File: src/hw/rtl/kts_pkg.sv
// Shared types, constants and tables for the Kalman trajectory smoother.
// Used by kts_div and kalman_trajectory_smoother_top; depends on nothing.
`default_nettype none

package kts_pkg;

  // Default CORDIC iteration count (legal range 8 to 32).
  localparam int CORDIC_STEPS_DEF = 24;

  // Configuration register indexes.
  localparam int CFG_IDX_W = 8;
  localparam logic [CFG_IDX_W-1:0] CFG_PROCESS_NOISE = 8'd0;
  localparam logic [CFG_IDX_W-1:0] CFG_MEASURE_NOISE = 8'd1;

  localparam logic [31:0] PROCESS_NOISE_RST = 32'd4294967;
  localparam logic [31:0] MEASURE_NOISE_RST = 32'd268435456;

  // Fixed-point constants; angles are radians in Q.32.
  localparam logic [31:0] ONE_Q30      = 32'd1073741824;
  localparam logic [34:0] PI_Q32       = 35'd13493037704;
  localparam logic [34:0] HALF_PI_Q32  = 35'd6746518852;
  localparam logic [34:0] TWO_PI_Q32   = 35'd26986075409;
  localparam logic [31:0] INV_GAIN_Q30 = 32'd652032874;

  // Input item.
  typedef struct packed {
    logic               transform_valid;
    logic signed [31:0] mat_a00;
    logic signed [31:0] mat_a10;
    logic signed [31:0] shift_x;
    logic signed [31:0] shift_y;
  } in_item_t;

  // Result item.
  typedef struct packed {
    logic signed [31:0] out_cos;
    logic signed [31:0] out_sin;
    logic signed [31:0] out_shift_x;
    logic signed [31:0] out_shift_y;
    logic               updated;
  } out_item_t;

  // Gain divider request and response.
  typedef struct packed {
    logic        start;
    logic [31:0] pp;
    logic [32:0] den;
  } div_req_t;

  typedef struct packed {
    logic        done;
    logic [30:0] quo;
  } div_rsp_t;

  // CORDIC arctangent table, round(atan(2^-i) * 2^32).
  function automatic logic [31:0] atan_q32(input logic [4:0] i);
    logic [31:0] v;
    case (i)
      5'd0:  v = 32'd3373259426;
      5'd1:  v = 32'd1991351318;
      5'd2:  v = 32'd1052175346;
      5'd3:  v = 32'd534100635;
      5'd4:  v = 32'd268086748;
      5'd5:  v = 32'd134174063;
      5'd6:  v = 32'd67103403;
      5'd7:  v = 32'd33553749;
      5'd8:  v = 32'd16777131;
      5'd9:  v = 32'd8388597;
      5'd10: v = 32'd4194303;
      default: v = 32'd2097152 >> (i - 5'd11);
    endcase
    return v;
  endfunction

endpackage

`default_nettype wire

File: src/hw/rtl/kts_div.sv
// Radix-2 restoring divider for the Kalman gain K = floor(pp * 2^30 / den).
// Uses kts_pkg for its request and response structs.
`default_nettype none

module kts_div (
  input  wire logic           clk,
  input  wire logic           rst_n,
  input  wire kts_pkg::div_req_t req,
  output kts_pkg::div_rsp_t      rsp
);
  import kts_pkg::*;

  logic        busy_r, busy_nxt;
  logic        done_r, done_nxt;
  logic [4:0]  cnt_r, cnt_nxt;
  logic [32:0] rem_r, rem_nxt;
  logic [32:0] den_r, den_nxt;
  logic        low_r, low_nxt;
  logic [30:0] quo_r, quo_nxt;
  logic [33:0] trial;
  logic        ge;

  // Bring down the next numerator bit: only the first one can be nonzero.
  assign trial = {rem_r, (cnt_r == 5'd30) ? low_r : 1'b0};
  assign ge    = trial >= {1'b0, den_r};

  always_comb begin
    busy_nxt = busy_r;
    done_nxt = 1'b0;
    cnt_nxt  = cnt_r;
    rem_nxt  = rem_r;
    den_nxt  = den_r;
    low_nxt  = low_r;
    quo_nxt  = quo_r;
    if (req.start) begin
      quo_nxt = '0;
      if (req.den == '0) begin
        // A zero denominator gives a zero gain.
        done_nxt = 1'b1;
      end else begin
        busy_nxt = 1'b1;
        cnt_nxt  = 5'd30;
        rem_nxt  = {2'b00, req.pp[31:1]};
        low_nxt  = req.pp[0];
        den_nxt  = req.den;
      end
    end else if (busy_r) begin
      rem_nxt = ge ? 33'(trial - {1'b0, den_r}) : trial[32:0];
      quo_nxt = {quo_r[29:0], ge};
      if (cnt_r == 5'd0) begin
        busy_nxt = 1'b0;
        done_nxt = 1'b1;
      end else begin
        cnt_nxt = cnt_r - 5'd1;
      end
    end
  end

  always_ff @(posedge clk) begin
    if (!rst_n) begin
      busy_r <= 1'b0;
      done_r <= 1'b0;
    end else begin
      busy_r <= busy_nxt;
      done_r <= done_nxt;
    end
    cnt_r <= cnt_nxt;
    rem_r <= rem_nxt;
    den_r <= den_nxt;
    low_r <= low_nxt;
    quo_r <= quo_nxt;
  end

  assign rsp.done = done_r;
  assign rsp.quo  = quo_r;

endmodule

`default_nettype wire

File: config.mk
export PLATFORM = sky130hd
export DESIGN_NAME = kts_div
export DESIGN_NICKNAME = d
export VERILOG_FILES = /design/src/hw/rtl/kts_pkg.sv /design/src/hw/rtl/kts_div.sv
export SDC_FILE = /design/constraint.sdc
export NUM_CORES = 1
export LEC_CHECK = 0
export ABC_AREA = 1
export BUFFER_PORTS_ARGS = -buffer_cell sky130_fd_sc_hd__clkbuf_2
export CAP_MARGIN = 20
export CELL_PAD_IN_SITES_DETAIL_PLACEMENT = 1
export CELL_PAD_IN_SITES_GLOBAL_PLACEMENT = 2
export CORE_AREA = 2 2 147 149
export CTS_CLUSTER_DIAMETER = 40
export CTS_CLUSTER_SIZE = 10
export DETAILED_ROUTE_END_ITERATION = 8
export DIE_AREA = 0 0 149 151
export MAX_ROUTING_LAYER = met4
export PLACE_DENSITY = 0.85
export SLEW_MARGIN = 40
export SYNTH_ARGS = -nofsm -noshare
export SYNTH_HDL_FRONTEND = slang
export SYNTH_SLANG_ARGS = --single-unit
File: constraint.sdc
create_clock -name clk -period 7.6 [get_ports clk]
set_input_delay 1.52 -clock clk [delete_from_list [all_inputs] [get_ports clk]]
set_output_delay 1.52 -clock clk [all_outputs]
set_load 0.01 [all_outputs]
==> summary.txt <==
Outcome
  – Status: finished clean

Clock tree
  – CTS Buf Count: 9
  – Clock-pin slew on the worst setup and hold paths: 80 ps
  – # Post-CTS Setup Buffers: 0
  – Post_cts resized: 0
  – CTS tree: done
  – CTS root buffer: clkbuf_16
  – Max Root-Sink Buffers: 2
  – Cts hold-fix bufs: 0
  – Clk sink count: 105
  – CTS H-tree lvls: 3
  – Clk Latency, worst-skew pair: 370 ps

Finish
  – Util after Layout: 0.3950
  – Design Area, Final: 0.008225 sq mm
  – Syn-to-layout area delta: 14.79%
  – Antenna Cells: 0
  – Layout cells sized above 1: 0.1242
  – Filler Cells Inserted: 2747
  – Nets: 1226

Drt
  – DRT Pass-1 Iters: 4
  – Drt total wl: 22.01 mm
  – Vias: 6647
  – Drt via density: 4.741
  – Wire per inst: 15.70 um
  – DRT iter0 DRCs: 283
  – Detail Route Antenna Nets: 0
  – Drt drc: 0

Synthesis
  – Fraction of the mapped netlist area in adder cells: 0.06391
  – Post-synthesis sequential area ratio: 0.3939
  – Synth Area in Simple Gates: 0.3497
  – Syn avg cell area: 6.923 sq um
  – Post-Synth XOR/XNOR Area: 0.01833
  – Post-Syn Area: 0.007166 sq mm
  – Asr flop ratio synth: 0
  – Post-Syn Instances: 1035
  – FF+latch count, synth: 105
  – Largest family of logic cells by synthesized area: simple AND/OR/NAND/NOR gates
  – Yosys warnings: 0
  – Mux cell area share after synthesis: 0
  – Complex-gate fraction of the synthesized area: 0.05046
  – Syn Nets: 1139
  – Post-synth EDFFs: 72
  – Main area contributors after synthesis: edfxtp_1, nand2_1, inv_1
  – Yosys cell types: 36
  – Area fraction of the dominant cell type after synthesis: 0.3017
  – Ys flop type: edfxtp_1
  – Leading area contributor after synthesis: edfxtp_1

Job
  – Number of max-cap violations: 0

Timing
  – Slew HR: 0.4529
  – Slew @ Worst Pin: 813.1 ps
  – Highest clock rate: 0.2887 GHz
  – Hold Fails Final Rpt: 0
  – Fin crit share: 0.4557
  – Final setup TNS: 0 ps
  – Final Max Slew Viols: 0
  – Skew final: 11.43 ps
  – Final Setup Violations: 0
  – RSZ-0062 raised after global routing: no
  – Fin crit period: 3463 ps

Critical path
  – Worst R2R Start: cnt_r[0]
  – Crit-path leading delay family: simple AND/OR/NAND/NOR gates
  – CP max FO: 33
  – CP max stage cell: nor4_1
  – R2r setup slk: 4180 ps
  – CP Capture Type: flip-flop
  – CP endpoint: rem_r[8]
  – Worst-path cell chain: clkbuf_2 > nor4_1 > nand4_1 > nor2_1 > nand3_1 > o21a_1 > buf_4
  – FF-to-FF End: rem_r[17]
  – Stages on the worst setup path: 7
  – R2R depth: 19
  – CP startpoint: req[6]
  – Worst EP required: 7670 ps
  – Worst path max stage delay: 710 ps
  – Crit path kind: primary input to flip-flop
  – Bufs and invs on worst path: 2
  – CP Launch Type: primary input
  – Arr. time, crit path: 3530 ps

Placed design
  – HPWL Detailed: 17.06 mm
  – Buffers added on ports: 99
  – Placer Congestion: 0.8697
  – Placed cell area: 0.007911 sq mm

Pwr
  – P_leak: 4.448 nW
  – VDD IR-drop max: 0.0001049 V
  – Power share of the sequential group: 0.337
  – PwrDens: 272.9 mW/mm^2
  – Pint: 0.001304 W
  – Switching portion of total power: 0.4189
  – P_sw: 0.0009402 W
  – Final Power: 0.002245 W
  – Power share of the clock group: 0.227
  – Comb power frac: 0.436

Die
  – IO Count: 100
  – Core area: 0.02082 sq mm
  – Die span in y: 151 um
  – Row count: 53
  – Die X: 149 um
  – Starting density of the core: 0.3441
  – Full die area: 0.02250 sq mm

Global routing
  – Initial antenna violation count: 0
  – Largest net degree at the start of global routing: 69
  – First-pass GRT wire length: 35.52 mm
  – Tot GR Track Use: 0.2095
  – GRT overflow: 0
  – Vias in the first global route: 6878

Hold path
  – HP Class: flip-flop to flip-flop
logic make-up after synthesis:
kind of cell	Yosys count
and+or+nand+nor	588
DFF	105
AOI/OAI and AO/OA	69
adders and majority gates	36
buffers and inverters	222
xor gates and xnor gates	15
cell type report:
type	count	area, sq um	share of cell area
multi-input cells	708	3468	0.4217
flip-flops and latches	105	2824	0.3433
inverters	195	732.0	0.08899
repair buffers	103	543.0	0.06602
well taps	275	344.1	0.04183
clock buffers	9	225.2	0.02738
clock inverters	7	88.84	0.01080
worst reg2reg max path, delay by kind of cell (launching register included):
family / cells / cell delay [ps]
and+or+nand+nor: 14 / 1830
adders and majority gates: 3 / 640
DFF: 1 / 420
buffers and inverters: 2 / 250
routing by layer:
metal / vias up / routed length [um] / track usage
li1: 3386 / - / -
met1: 3154 / 10550 / 0.2659
met2: 91 / 10400 / 0.3541
met3: 16 / 790 / 0.03343
met4: 0 / 272 / 0.04619
met5: - / 0 / -
cells in the final DEF, fill, tap and decap left out, drive strengths merged:
cell type and n:
or2 1, edfxtp 72, nand4 5, buf 4, nor2 116, o21a 1, fa 1, dfxtp 33
and2 3, clkbuf 108, nand2 351, o21ai 38, clkinv 3, nand3b 11, inv 198, bufinv 1
a21oi 26, o31ai 1, nand3 88, a21o 1, xnor2 15, ha 35, o21bai 2, nor3 7
nor4 6
power by group through the flow:
stage,sequential [W],clock (W),combinational [W]
after CTS,0.000758,0.000517,0.000990
final,0.000757,0.000509,0.000979
after detailed placement,0.000770,0,0.000984
after global placement,0.000769,0,0.000967
after floorplan,0.000756,0,0.000731
after global routing,0.000768,0.000535,0.00113
worst min-delay path by stage:
stage,to,depth (start not counted),start
2_1_floorplan,quo_r[1],2,quo_r[0]
3_3_place_gp,quo_r[1],2,quo_r[0]
3_5_place_dp,quo_r[1],2,quo_r[0]
4_1_cts,quo_r[1],2,quo_r[0]
5_1_grt,quo_r[1],2,quo_r[0]
6_report,quo_r[1],2,quo_r[0]
through the flow:
step                hold slack (ps)  worst slack, ps  cells
floorplan                     488.2             3549   1035
CTS                           486.9             4072   1402
global route                  514.1             3957   1402
detailed placement            474.0             3698   1386
finish                        483.2             4137   1402
global placement              466.8             3723   1384
flip-flops by register name (all words and copies together), names as in the netlist:
| signal | flops |
|---|---|
| rem_r | 33 |
| quo_r | 31 |
| low_r | 1 |
| cnt_r | 5 |
| done_r | 1 |
| busy_r | 1 |
| den_r | 33 |
synthesized netlist by cell type, drive strengths merged, types with 2 or more instances:
master / n
o21bai: 2
nand2: 351
dfxtp: 33
buf: 15
ha: 35
a21oi: 26
nor2: 116
xnor2: 15
edfxtp: 72
nand3: 88
clkbuf: 12
o21ai: 38
nand3b: 11
inv: 195
nor4: 6
nand4: 5
nor3: 7
and2: 3
(Power assumes the default switching activity.)
